## src/rtl/core/multi_timer_expiry_scheduler_unit_macros.svh

```systemverilog
// Assertion helpers for the timer scheduler top level.
`ifndef MULTI_TIMER_EXPIRY_SCHEDULER_UNIT_MACROS_SVH
`define MULTI_TIMER_EXPIRY_SCHEDULER_UNIT_MACROS_SVH

// Same-cycle implication, sampled on clk, quiet during reset
`define MTES_ASSERT_IMP(lbl, ante, cons, msg) \
    lbl: assert property (@(posedge clk) disable iff (!rst_n) (ante) |-> (cons)) \
        else $error(msg);

// Next-cycle implication, sampled on clk, quiet during reset
`define MTES_ASSERT_NEXT(lbl, ante, cons, msg) \
    lbl: assert property (@(posedge clk) disable iff (!rst_n) (ante) |=> (cons)) \
        else $error(msg);

`endif

```

## src/rtl/core/mtes_pkg.sv

```systemverilog
package mtes_pkg;

    localparam int NUM_TIMERS_DEF = 16;
    localparam int MAX_RESULTS    = 16;
    localparam int CNT_W          = 5;
    localparam int TICK_W         = 64;
    localparam int PERIOD_W       = 32;
    localparam int ID_W           = 4;
    localparam int IN_TDATA_W     = 40;
    localparam int OUT_TDATA_W    = 8;
    localparam int QUEUE_DEPTH    = 2;
    localparam int QPTR_W         = 1;

    typedef enum logic [1:0] {
        OP_TICK  = 2'd0,
        OP_SETP  = 2'd1,
        OP_START = 2'd2,
        OP_STOP  = 2'd3
    } op_kind_t;

    typedef struct packed {
        op_kind_t              kind;
        logic [ID_W-1:0]       id;
        logic                  id_ok;
        logic [PERIOD_W-1:0]   duration;
        logic                  immediate;
        logic                  periodic;
    } op_t;

    typedef struct packed {
        logic             idle;
        logic [CNT_W-1:0] rec_cnt;
    } back_stat_t;

endpackage

```

## src/rtl/core/multi_timer_expiry_scheduler_unit.sv

```systemverilog
// Bank of NUM_TIMERS one-shot or periodic timers on a 64-bit tick. Each input
// transfer advances the tick, sets a period, starts or stops a timer; then all
// armed timers due at the tick are reported in deadline order (ties to the
// lower index), one output transfer each, at most 16, the final one with tlast.
// An item with no expiry yields a single transfer with fired clear and tlast.
// Deadlines and periods sit in single-port RAMs swept one entry at a time: an
// item runs a pending pass and a final empty selection pass (after a start step
// for a start), plus a selection pass, a fire step and a write-back step for
// every timer that fires, and waits while the output is held off. A two-entry
// queue ahead of the sequencer takes new items while one is being worked on.
`include "multi_timer_expiry_scheduler_unit_macros.svh"

module multi_timer_expiry_scheduler_unit #(
    parameter int NUM_TIMERS = mtes_pkg::NUM_TIMERS_DEF
) (
    input  logic                              clk,
    input  logic                              rst_n,
    input  logic                              s_tvalid,
    output logic                              s_tready,
    // func[1:0], timer_id[5:2], duration[37:6], immediate[38], periodic[39]
    input  logic [mtes_pkg::IN_TDATA_W-1:0]   s_tdata,
    output logic                              m_tvalid,
    input  logic                              m_tready,
    // fired[0], fired_timer[4:1], zero[7:5]
    output logic [mtes_pkg::OUT_TDATA_W-1:0]  m_tdata,
    output logic                              m_tlast
);
    import mtes_pkg::*;

    logic       push;
    op_t        push_op;
    logic       q_ready;
    logic       q_valid;
    logic       pop;
    op_t        head_op;
    back_stat_t bstat;

    mtes_front #(.NUM_TIMERS(NUM_TIMERS)) u_front (
        .s_tvalid (s_tvalid),
        .s_tready (s_tready),
        .s_tdata  (s_tdata),
        .push     (push),
        .push_op  (push_op),
        .q_ready  (q_ready)
    );

    mtes_queue u_queue (
        .clk     (clk),
        .rst_n   (rst_n),
        .push    (push),
        .push_op (push_op),
        .ready   (q_ready),
        .pop     (pop),
        .valid   (q_valid),
        .head_op (head_op)
    );

    mtes_back #(.NUM_TIMERS(NUM_TIMERS)) u_back (
        .clk      (clk),
        .rst_n    (rst_n),
        .q_valid  (q_valid),
        .q_op     (head_op),
        .pop      (pop),
        .m_tvalid (m_tvalid),
        .m_tready (m_tready),
        .m_tdata  (m_tdata),
        .m_tlast  (m_tlast),
        .stat     (bstat)
    );

    // Only the final result of an item may report no expiry
    `MTES_ASSERT_IMP(a_nonlast_fired, m_tvalid && !m_tlast, m_tdata[0], "non-final result without expiry")
    // An empty result carries index zero
    `MTES_ASSERT_IMP(a_empty_zero, m_tvalid && !m_tdata[0], m_tdata[4:1] == 4'd0, "empty result with index")
    // Recorded results never exceed the per-item cap
    `MTES_ASSERT_IMP(a_cnt_cap, 1'b1, bstat.rec_cnt <= CNT_W'(MAX_RESULTS), "result count over cap")
    // Sequencer stays idle while the queue is empty
    `MTES_ASSERT_NEXT(a_idle_hold, bstat.idle && !q_valid, bstat.idle, "sequencer left idle without work")

endmodule

```

## src/rtl/core/mtes_ram.sv

```systemverilog
module mtes_ram #(
    parameter int WIDTH = 64,
    parameter int DEPTH = 16
) (
    input  logic                                   clk,
    input  logic                                   we,
    input  logic [((DEPTH > 1) ? $clog2(DEPTH) : 1)-1:0] addr,
    input  logic [WIDTH-1:0]                       wdata,
    output logic [WIDTH-1:0]                       rdata
);

    logic [WIDTH-1:0] mem [DEPTH];

    // Write port and registered read
    always_ff @(posedge clk)
    begin
        if (we)
        begin
            mem[addr] <= wdata;
        end
        rdata <= mem[addr];
    end

endmodule

```

## src/rtl/core/mtes_front.sv

```systemverilog
module mtes_front #(
    parameter int NUM_TIMERS = 16
) (
    input  logic                             s_tvalid,
    output logic                             s_tready,
    // func[1:0], timer_id[5:2], duration[37:6], immediate[38], periodic[39]
    input  logic [mtes_pkg::IN_TDATA_W-1:0]  s_tdata,
    output logic                             push,
    output mtes_pkg::op_t                    push_op,
    input  logic                             q_ready
);
    import mtes_pkg::*;

    // Take an item whenever the queue has room
    assign s_tready = q_ready;
    assign push     = s_tvalid && q_ready;

    // Decode the fields and flag timer ids outside the bank
    always_comb
    begin
        push_op.kind      = op_kind_t'(s_tdata[1:0]);
        push_op.id        = s_tdata[5:2];
        push_op.id_ok     = (32'(s_tdata[5:2]) < 32'(NUM_TIMERS));
        push_op.duration  = s_tdata[37:6];
        push_op.immediate = s_tdata[38];
        push_op.periodic  = s_tdata[39];
    end

endmodule

```

## src/rtl/core/mtes_queue.sv

```systemverilog
module mtes_queue (
    input  logic          clk,
    input  logic          rst_n,
    input  logic          push,
    input  mtes_pkg::op_t push_op,
    output logic          ready,
    input  logic          pop,
    output logic          valid,
    output mtes_pkg::op_t head_op
);
    import mtes_pkg::*;

    op_t               slot_reg [QUEUE_DEPTH];
    logic [QPTR_W-1:0] wr_reg;
    logic [QPTR_W-1:0] rd_reg;
    logic [QPTR_W:0]   cnt_reg;

    assign ready   = (cnt_reg != (QPTR_W+1)'(QUEUE_DEPTH));
    assign valid   = (cnt_reg != '0);
    assign head_op = slot_reg[rd_reg];

    // Store payload
    always_ff @(posedge clk)
    begin
        if (push)
        begin
            slot_reg[wr_reg] <= push_op;
        end
    end

    // Advance pointers and fill count
    always_ff @(posedge clk or negedge rst_n)
    begin
        if (!rst_n)
        begin
            wr_reg  <= '0;
            rd_reg  <= '0;
            cnt_reg <= '0;
        end
        else
        begin
            if (push)
            begin
                wr_reg <= wr_reg + 1'b1;
            end
            if (pop)
            begin
                rd_reg <= rd_reg + 1'b1;
            end
            if (push && !pop)
            begin
                cnt_reg <= cnt_reg + 1'b1;
            end
            else if (pop && !push)
            begin
                cnt_reg <= cnt_reg - 1'b1;
            end
        end
    end

endmodule

```

## src/rtl/core/mtes_back.sv

```systemverilog
module mtes_back #(
    parameter int NUM_TIMERS = 16
) (
    input  logic                              clk,
    input  logic                              rst_n,
    input  logic                              q_valid,
    input  mtes_pkg::op_t                     q_op,
    output logic                              pop,
    output logic                              m_tvalid,
    input  logic                              m_tready,
    // fired[0], fired_timer[4:1], zero[7:5]
    output logic [mtes_pkg::OUT_TDATA_W-1:0]  m_tdata,
    output logic                              m_tlast,
    output mtes_pkg::back_stat_t              stat
);
    import mtes_pkg::*;

    localparam int IW = (NUM_TIMERS > 1) ? $clog2(NUM_TIMERS) : 1;

    typedef enum logic [3:0] {
        S_IDLE, S_START, S_PRD, S_PCHK, S_SRD, S_SCHK, S_FIRE, S_FWR, S_DONE
    } state_t;

    state_t                  state_reg;
    logic [TICK_W-1:0]       tick_reg;
    logic [NUM_TIMERS-1:0]   armed_reg;
    logic [NUM_TIMERS-1:0]   rep_reg;
    logic [NUM_TIMERS-1:0]   pvld_reg;
    logic [NUM_TIMERS-1:0]   pend_reg;
    logic [IW-1:0]           idx_reg;
    logic [IW-1:0]           sid_reg;
    logic                    simm_reg;
    logic [IW-1:0]           best_reg;
    logic                    best_v_reg;
    logic [TICK_W-1:0]       best_dl_reg;
    logic [IW-1:0]           held_reg;
    logic                    held_v_reg;
    logic [CNT_W-1:0]        cnt_reg;
    logic                    out_v_reg;
    logic                    out_fired_reg;
    logic [ID_W-1:0]         out_idx_reg;
    logic                    out_last_reg;

    logic                    dl_we;
    logic [IW-1:0]           dl_addr;
    logic [TICK_W-1:0]       dl_wdata;
    logic [TICK_W-1:0]       dl_rdata;
    logic                    per_we;
    logic [IW-1:0]           per_addr;
    logic [PERIOD_W-1:0]     per_rdata;
    logic [PERIOD_W-1:0]     per_eff;
    logic [IW-1:0]           q_id;
    logic                    out_busy;
    logic                    last_idx;
    logic                    take;
    logic                    room;

    assign q_id     = IW'(q_op.id);
    assign out_busy = out_v_reg && !m_tready;
    assign last_idx = (idx_reg == IW'(NUM_TIMERS - 1));
    assign take     = pend_reg[idx_reg] && (!best_v_reg || (dl_rdata < best_dl_reg));
    assign room     = (cnt_reg < CNT_W'(MAX_RESULTS));
    assign pop      = (state_reg == S_IDLE) && q_valid;

    // A period never written reads as zero
    assign per_eff = pvld_reg[per_addr] ? per_rdata : '0;

    // Memory port control
    always_comb
    begin
        dl_we    = 1'b0;
        dl_addr  = idx_reg;
        dl_wdata = tick_reg + TICK_W'(per_eff);
        per_we   = 1'b0;
        per_addr = best_reg;
        case (state_reg)
            S_IDLE:
            begin
                per_addr = q_id;
                per_we   = q_valid && (q_op.kind == OP_SETP) && q_op.id_ok;
            end
            S_START:
            begin
                per_addr = sid_reg;
                dl_we    = 1'b1;
                dl_addr  = sid_reg;
                dl_wdata = simm_reg ? tick_reg : tick_reg + TICK_W'(per_eff);
            end
            S_FWR:
            begin
                dl_we    = rep_reg[best_reg];
                dl_addr  = best_reg;
                dl_wdata = best_dl_reg + TICK_W'(per_eff);
            end
            default:
            begin
                dl_we = 1'b0;
            end
        endcase
    end

    mtes_ram #(.WIDTH(TICK_W), .DEPTH(NUM_TIMERS)) u_deadline_ram (
        .clk   (clk),
        .we    (dl_we),
        .addr  (dl_addr),
        .wdata (dl_wdata),
        .rdata (dl_rdata)
    );

    mtes_ram #(.WIDTH(PERIOD_W), .DEPTH(NUM_TIMERS)) u_period_ram (
        .clk   (clk),
        .we    (per_we),
        .addr  (per_addr),
        .wdata (q_op.duration),
        .rdata (per_rdata)
    );

    // Sequencer: action, pending pass, then one selection pass per expiry and a final one that finds none
    always_ff @(posedge clk or negedge rst_n)
    begin
        if (!rst_n)
        begin
            state_reg     <= S_IDLE;
            tick_reg      <= '0;
            armed_reg     <= '0;
            rep_reg       <= '0;
            pvld_reg      <= '0;
            pend_reg      <= '0;
            idx_reg       <= '0;
            sid_reg       <= '0;
            simm_reg      <= 1'b0;
            best_reg      <= '0;
            best_v_reg    <= 1'b0;
            best_dl_reg   <= '0;
            held_reg      <= '0;
            held_v_reg    <= 1'b0;
            cnt_reg       <= '0;
            out_v_reg     <= 1'b0;
            out_fired_reg <= 1'b0;
            out_idx_reg   <= '0;
            out_last_reg  <= 1'b0;
        end
        else
        begin
            // Drop the output once transferred
            if (m_tready)
            begin
                out_v_reg <= 1'b0;
            end
            case (state_reg)
                S_IDLE:
                begin
                    if (q_valid)
                    begin
                        idx_reg    <= '0;
                        cnt_reg    <= '0;
                        held_v_reg <= 1'b0;
                        state_reg  <= S_PRD;
                        case (q_op.kind)
                            OP_TICK:
                            begin
                                tick_reg <= tick_reg + 1'b1;
                            end
                            OP_SETP:
                            begin
                                if (q_op.id_ok)
                                begin
                                    pvld_reg[q_id] <= 1'b1;
                                end
                            end
                            OP_START:
                            begin
                                if (q_op.id_ok)
                                begin
                                    sid_reg        <= q_id;
                                    simm_reg       <= q_op.immediate;
                                    rep_reg[q_id]  <= q_op.periodic;
                                    state_reg      <= S_START;
                                end
                            end
                            default:
                            begin
                                if (q_op.id_ok)
                                begin
                                    armed_reg[q_id] <= 1'b0;
                                end
                            end
                        endcase
                    end
                end
                S_START:
                begin
                    armed_reg[sid_reg] <= 1'b1;
                    state_reg          <= S_PRD;
                end
                S_PRD:
                begin
                    state_reg <= S_PCHK;
                end
                S_PCHK:
                begin
                    pend_reg[idx_reg] <= armed_reg[idx_reg] && (dl_rdata <= tick_reg);
                    if (last_idx)
                    begin
                        idx_reg    <= '0;
                        best_v_reg <= 1'b0;
                        state_reg  <= S_SRD;
                    end
                    else
                    begin
                        idx_reg   <= idx_reg + 1'b1;
                        state_reg <= S_PRD;
                    end
                end
                S_SRD:
                begin
                    state_reg <= S_SCHK;
                end
                S_SCHK:
                begin
                    if (take)
                    begin
                        best_reg    <= idx_reg;
                        best_dl_reg <= dl_rdata;
                        best_v_reg  <= 1'b1;
                    end
                    if (last_idx)
                    begin
                        state_reg <= (best_v_reg || take) ? S_FIRE : S_DONE;
                    end
                    else
                    begin
                        idx_reg   <= idx_reg + 1'b1;
                        state_reg <= S_SRD;
                    end
                end
                S_FIRE:
                begin
                    // Hold while the previous result cannot be passed on
                    if (!(room && held_v_reg && out_busy))
                    begin
                        if (room)
                        begin
                            if (held_v_reg)
                            begin
                                out_v_reg     <= 1'b1;
                                out_fired_reg <= 1'b1;
                                out_idx_reg   <= ID_W'(held_reg);
                                out_last_reg  <= 1'b0;
                            end
                            held_reg   <= best_reg;
                            held_v_reg <= 1'b1;
                            cnt_reg    <= cnt_reg + 1'b1;
                        end
                        pend_reg[best_reg] <= 1'b0;
                        if (!rep_reg[best_reg])
                        begin
                            armed_reg[best_reg] <= 1'b0;
                        end
                        state_reg <= S_FWR;
                    end
                end
                S_FWR:
                begin
                    idx_reg    <= '0;
                    best_v_reg <= 1'b0;
                    state_reg  <= S_SRD;
                end
                S_DONE:
                begin
                    if (!out_busy)
                    begin
                        out_v_reg     <= 1'b1;
                        out_fired_reg <= held_v_reg;
                        out_idx_reg   <= held_v_reg ? ID_W'(held_reg) : '0;
                        out_last_reg  <= 1'b1;
                        held_v_reg    <= 1'b0;
                        cnt_reg       <= '0;
                        state_reg     <= S_IDLE;
                    end
                end
                default:
                begin
                    state_reg <= S_IDLE;
                end
            endcase
        end
    end

    assign m_tvalid     = out_v_reg;
    assign m_tdata      = {3'b000, out_idx_reg, out_fired_reg};
    assign m_tlast      = out_last_reg;
    assign stat.idle    = (state_reg == S_IDLE);
    assign stat.rec_cnt = cnt_reg;

endmodule

```

## config.mk

```make
export PLATFORM = sky130hd
export DESIGN_NAME = multi_timer_expiry_scheduler_unit
export DESIGN_NICKNAME = d
export VERILOG_FILES = /design/src/rtl/core/mtes_pkg.sv /design/src/rtl/core/multi_timer_expiry_scheduler_unit.sv /design/src/rtl/core/mtes_ram.sv /design/src/rtl/core/mtes_front.sv /design/src/rtl/core/mtes_queue.sv /design/src/rtl/core/mtes_back.sv
export VERILOG_INCLUDE_DIRS = /design/src /design/src/rtl/core
export SDC_FILE = /design/constraint.sdc
export NUM_CORES = 2
export LEC_CHECK = 0
export BUFFER_PORTS_ARGS = -buffer_cell sky130_fd_sc_hd__buf_4
export CAP_MARGIN = 10
export CELL_PAD_IN_SITES_DETAIL_PLACEMENT = 2
export CELL_PAD_IN_SITES_GLOBAL_PLACEMENT = 2
export CORE_ASPECT_RATIO = 2
export CORE_MARGIN = 4
export CORE_UTILIZATION = 50
export CTS_BUF_LIST = sky130_fd_sc_hd__clkbuf_4 sky130_fd_sc_hd__clkbuf_8
export DETAILED_ROUTE_END_ITERATION = 6
export PLACE_DENSITY = 0.85
export RECOVER_POWER = 100
export SYNTH_ARGS = -nofsm -noshare
export SYNTH_HDL_FRONTEND = slang
export SYNTH_HIERARCHICAL = 1
export SYNTH_SLANG_ARGS = --single-unit
```

## constraint.sdc

```tcl
create_clock -name clk -period 8.8 [get_ports clk]
set_clock_uncertainty 0.2 [all_clocks]
set_input_delay 0.88 -clock clk [delete_from_list [all_inputs] [get_ports clk]]
set_output_delay 0.88 -clock clk [all_outputs]
set_load 0.01 [all_outputs]
```

==> metrics.md, run 1 <==
| Metric | Value |
|---|---|
| Run status | aborted with a tool error |
| Stop stage | 3_5_place_dp |
| Run Error | [ERROR DPL-0033] detailed placement checks failed during check placement. |
| Cells after Synth | ~5,500 |
| # port buffers | 51 |
| Num rows | 214 |
| Hpwl dp | 231 mm |
| GP Congestion | 0.994 |
| Die height | 593 µm |
| Ports | 55 |
| Mapped Area | 85,500 µm² |
| Width of the die | 300 µm |
| Yosys Warn Count | 6 |
| Initial Util | 0.503 |
| Avg Cell Area, Syn | about 16 µm² |
-- through the flow --
step / setup slack (ps) / hold slack [ps] / instance area, µm² / cells
after floorplan: 1260 / 220 / 85500 / 5498
after global placement: 1470 / 235 / 88600 / 7589
==> run 2: changes to the inputs <==
--- a/config.mk
+++ b/config.mk
@@ -8,14 +8,10 @@
 export LEC_CHECK = 0
 export BUFFER_PORTS_ARGS = -buffer_cell sky130_fd_sc_hd__buf_4
 export CAP_MARGIN = 10
-export CELL_PAD_IN_SITES_DETAIL_PLACEMENT = 2
-export CELL_PAD_IN_SITES_GLOBAL_PLACEMENT = 2
-export CORE_ASPECT_RATIO = 2
 export CORE_MARGIN = 4
-export CORE_UTILIZATION = 50
-export CTS_BUF_LIST = sky130_fd_sc_hd__clkbuf_4 sky130_fd_sc_hd__clkbuf_8
+export CORE_UTILIZATION = 40
 export DETAILED_ROUTE_END_ITERATION = 6
-export PLACE_DENSITY = 0.85
+export PLACE_DENSITY_LB_ADDON = 0.15
 export RECOVER_POWER = 100
 export SYNTH_ARGS = -nofsm -noshare
 export SYNTH_HDL_FRONTEND = slang
==> metrics.md, run 2 <==
| Metric | Value |
|---|---|
| Initial antenna violation count | 2 |
| R2r setup slk | 540 ps |
| Clk_lat worst skew | 820 ps |
| Req. time, crit path | 9050 ps |
| Pwr dens | ~270 nW/µm² |
| DRC | 0 |
| Width of the die | 470 µm (was 300 µm) |
| Max reg flops | 1,024 |
| Run status | finished, violations left (was aborted with a tool error) |
| Final setup fails | 0 |
| Fmax | 121 MHz |
| Final Hold Viols | 0 |
| Number of CTS-inserted buffers | 204 |
| Fin crit share | 0.939 |
| PostCTS Resize Cnt | 0 |
| Clk slew on worst S/H paths | 60 ps |
| Worst-margin pin slew | around 3900 ps |
| Deepest clock path buffer count | 3 |
| Total track usage | 0.201 |
| CTS sink count | 1,945 |
| Die ar. | 221,000 µm² |
| Critical path launch point type | flip-flop |
| Max-cap violation count | 56 |
| Share of power burned in registers | 0.443 |
| Avg Cell Area, Syn | 15.6 µm² (unchanged) |
| Min cycle time layout | 8260 ps |
| Post-DP Area | 89,200 µm² |
| HP Class | input port to flip-flop |
| Initial Util | 0.403 (was 0.503) |
| Finished Cell Area | between 90,000 and 100,000 µm² |
| Pin count of the biggest net entering global routing | about 130 |
| CTS H-tree depth | 4 |
| Commonest non-fill, non-tap cells in the layout | edfxtp_1 (1,618), mux4_2 (399), nand2_1 (352) |
| Clock Power Share | 0.330 |
| # port buffers | 51 (unchanged) |
| DR vias | 48,900 |
| Hpwl dp | 133 mm (was 231 mm) |
| Vias per inst | around 5.7 |
| Yosys Warn Count | 6 (unchanged) |
| Fin Hold WS | 178 ps |
| WL/cell | 26.4 µm |
| Area Growth Syn to Fin | 11.5% |
| DR iter-0 viols | 4,174 |
| Most common cell after layout, fill and taps aside | edfxtp_1 |
| Share of cells above drive strength 1 | 0.166 |
| Failing checks | capacitance limit, slew limit |
| Mapped Area | 85,500 µm² (unchanged) |
| Final Net Count | 5,760 |
| P_leak | between 30 and 40 nW |
| Num rows | 169 (was 214) |
| Core Box Area | between 200,000 and 250,000 µm² |
| NetSw | ~7.6 mW |
| Total Routed Length | 226 mm |
| Sw Ratio | 0.295 |
| Post-CTS Setup Inserts | 0 |
| Endpoint class of the critical path | flip-flop |
| First-pass GRT wire length | 335 mm |
| CP Class | flip-flop to flip-flop |
| Comb power frac | 0.227 |
| Die height | 470 µm (was 593 µm) |
| CTS Root Cell | clkbuf_16 |
| Peak supply drop | roughly 250 µV |
| Unrepaired setup endpoints after global routing | no |
| Crit Path Max Fanout | about 130 |
| Vias in the first global route | 49,400 |
| Final slew viol count | 2,104 |
| Grt total ovfl | 0 |
| Drt pass-1 iters | 6 |
| Arr. time, crit path | 8520 ps |
| CTS tree | yes |
| Final ANT Viol Nets | 0 |
| Slew HR | -1.61 |
| GP Congestion | 0.887 (was 0.994) |
| Sum Neg Setup Slack | 0 ps |
| Internal | 18.2 mW |
| Ports | 55 (unchanged) |
| Cells after Synth | 5,496 (unchanged) |
==> run 2: path summary, 6_finish.rpt <==
check	start	endpoint	depth (start not counted)
setup / recovery	u_queue/rd_reg	u_back/u_deadline_ram/mem[9][54]	21
hold / removal	s_tdata[36]	u_queue/slot_reg[0][32]	1
setup reg to reg	u_queue/rd_reg	u_back/u_deadline_ram/mem[9][54]	21
hold reg to reg	u_back/pvld_reg[5]	u_back/pvld_reg[5]	1
max in group asynchronous	rst_n	u_queue/rd_reg	3
min in group asynchronous	rst_n	u_back/best_dl_reg[4]	2
==> run 2: repair_timing <==
action                                 4_1_cts  5_1_grt
setup endpoints to repair                    0        0
endpoints found under the hold margin      133        0
hold buffers                                39        0
==> run 2: power groups by stage <==
stage / sequential, mW / combinational (mW) / clock [mW]
final: 11.4 / 5.84 / 8.49
after global routing: 11.5 / 6.42 / 9.11
after CTS: 11.4 / 5.98 / 8.70
after detailed placement: 11.6 / 5.94 / 0
after global placement: 11.6 / 5.89 / 0
after floorplan: 11.2 / 4.38 / 0
==> run 2: cell type report <==
type	count	area, µm²
Fill cell	18800	117000
Sequential cell	1945	56300
Multi-Input combinational cell	3027	26800
Clock buffer	284	5620
Tap cell	2821	3530
Timing Repair Buffer	233	1480
Clock inverter	102	1040
Inverter	151	574
Antenna cell	1	2.50
==> run 2: routing by layer <==
metal,GRT usage,part of all wire,up-vias
met5,0,0,-
met4,0.0566,0.029,0
met3,0.0260,0.046,360
met2,0.333,0.49,1379
met1,0.281,0.44,25500
li1,-,-,21600
==> run 2: critical path, stage by stage, from the launching register on <==
cell and delay, ps:
dfrtp_4 510, mux2_1 520, mux2_4 360, mux2i_4 330, mux4_1 320, nor2_1 70
nor4_4 580, buf_12 450, nand2_1 200, xnor2_1 160, ha_1 200, a31o_2 230
o221ai_1 500, nor4_1 160, o21ai_0 590, a21oi_2 150, o21ai_0 530, a21boi_2 130
o21ai_2 350, a2111oi_2 140, xnor2_1 170, o21ai_1 890
==> run 2: through the flow <==
stage | worst slack (ps) | power (mW) | cells | utilization
after global routing | 168 | 27.0 | 8564 | 0.449
after detailed placement | 944 | 17.5 | 8133 | 0.420
after floorplan | 1260 | 15.6 | 5498 | -
after global placement | 1000 | 17.5 | 8133 | 0.420
final | 538 | 25.8 | 8564 | 0.449
after CTS | 887 | 26.1 | 8558 | 0.453
(Power assumes the default switching activity.)
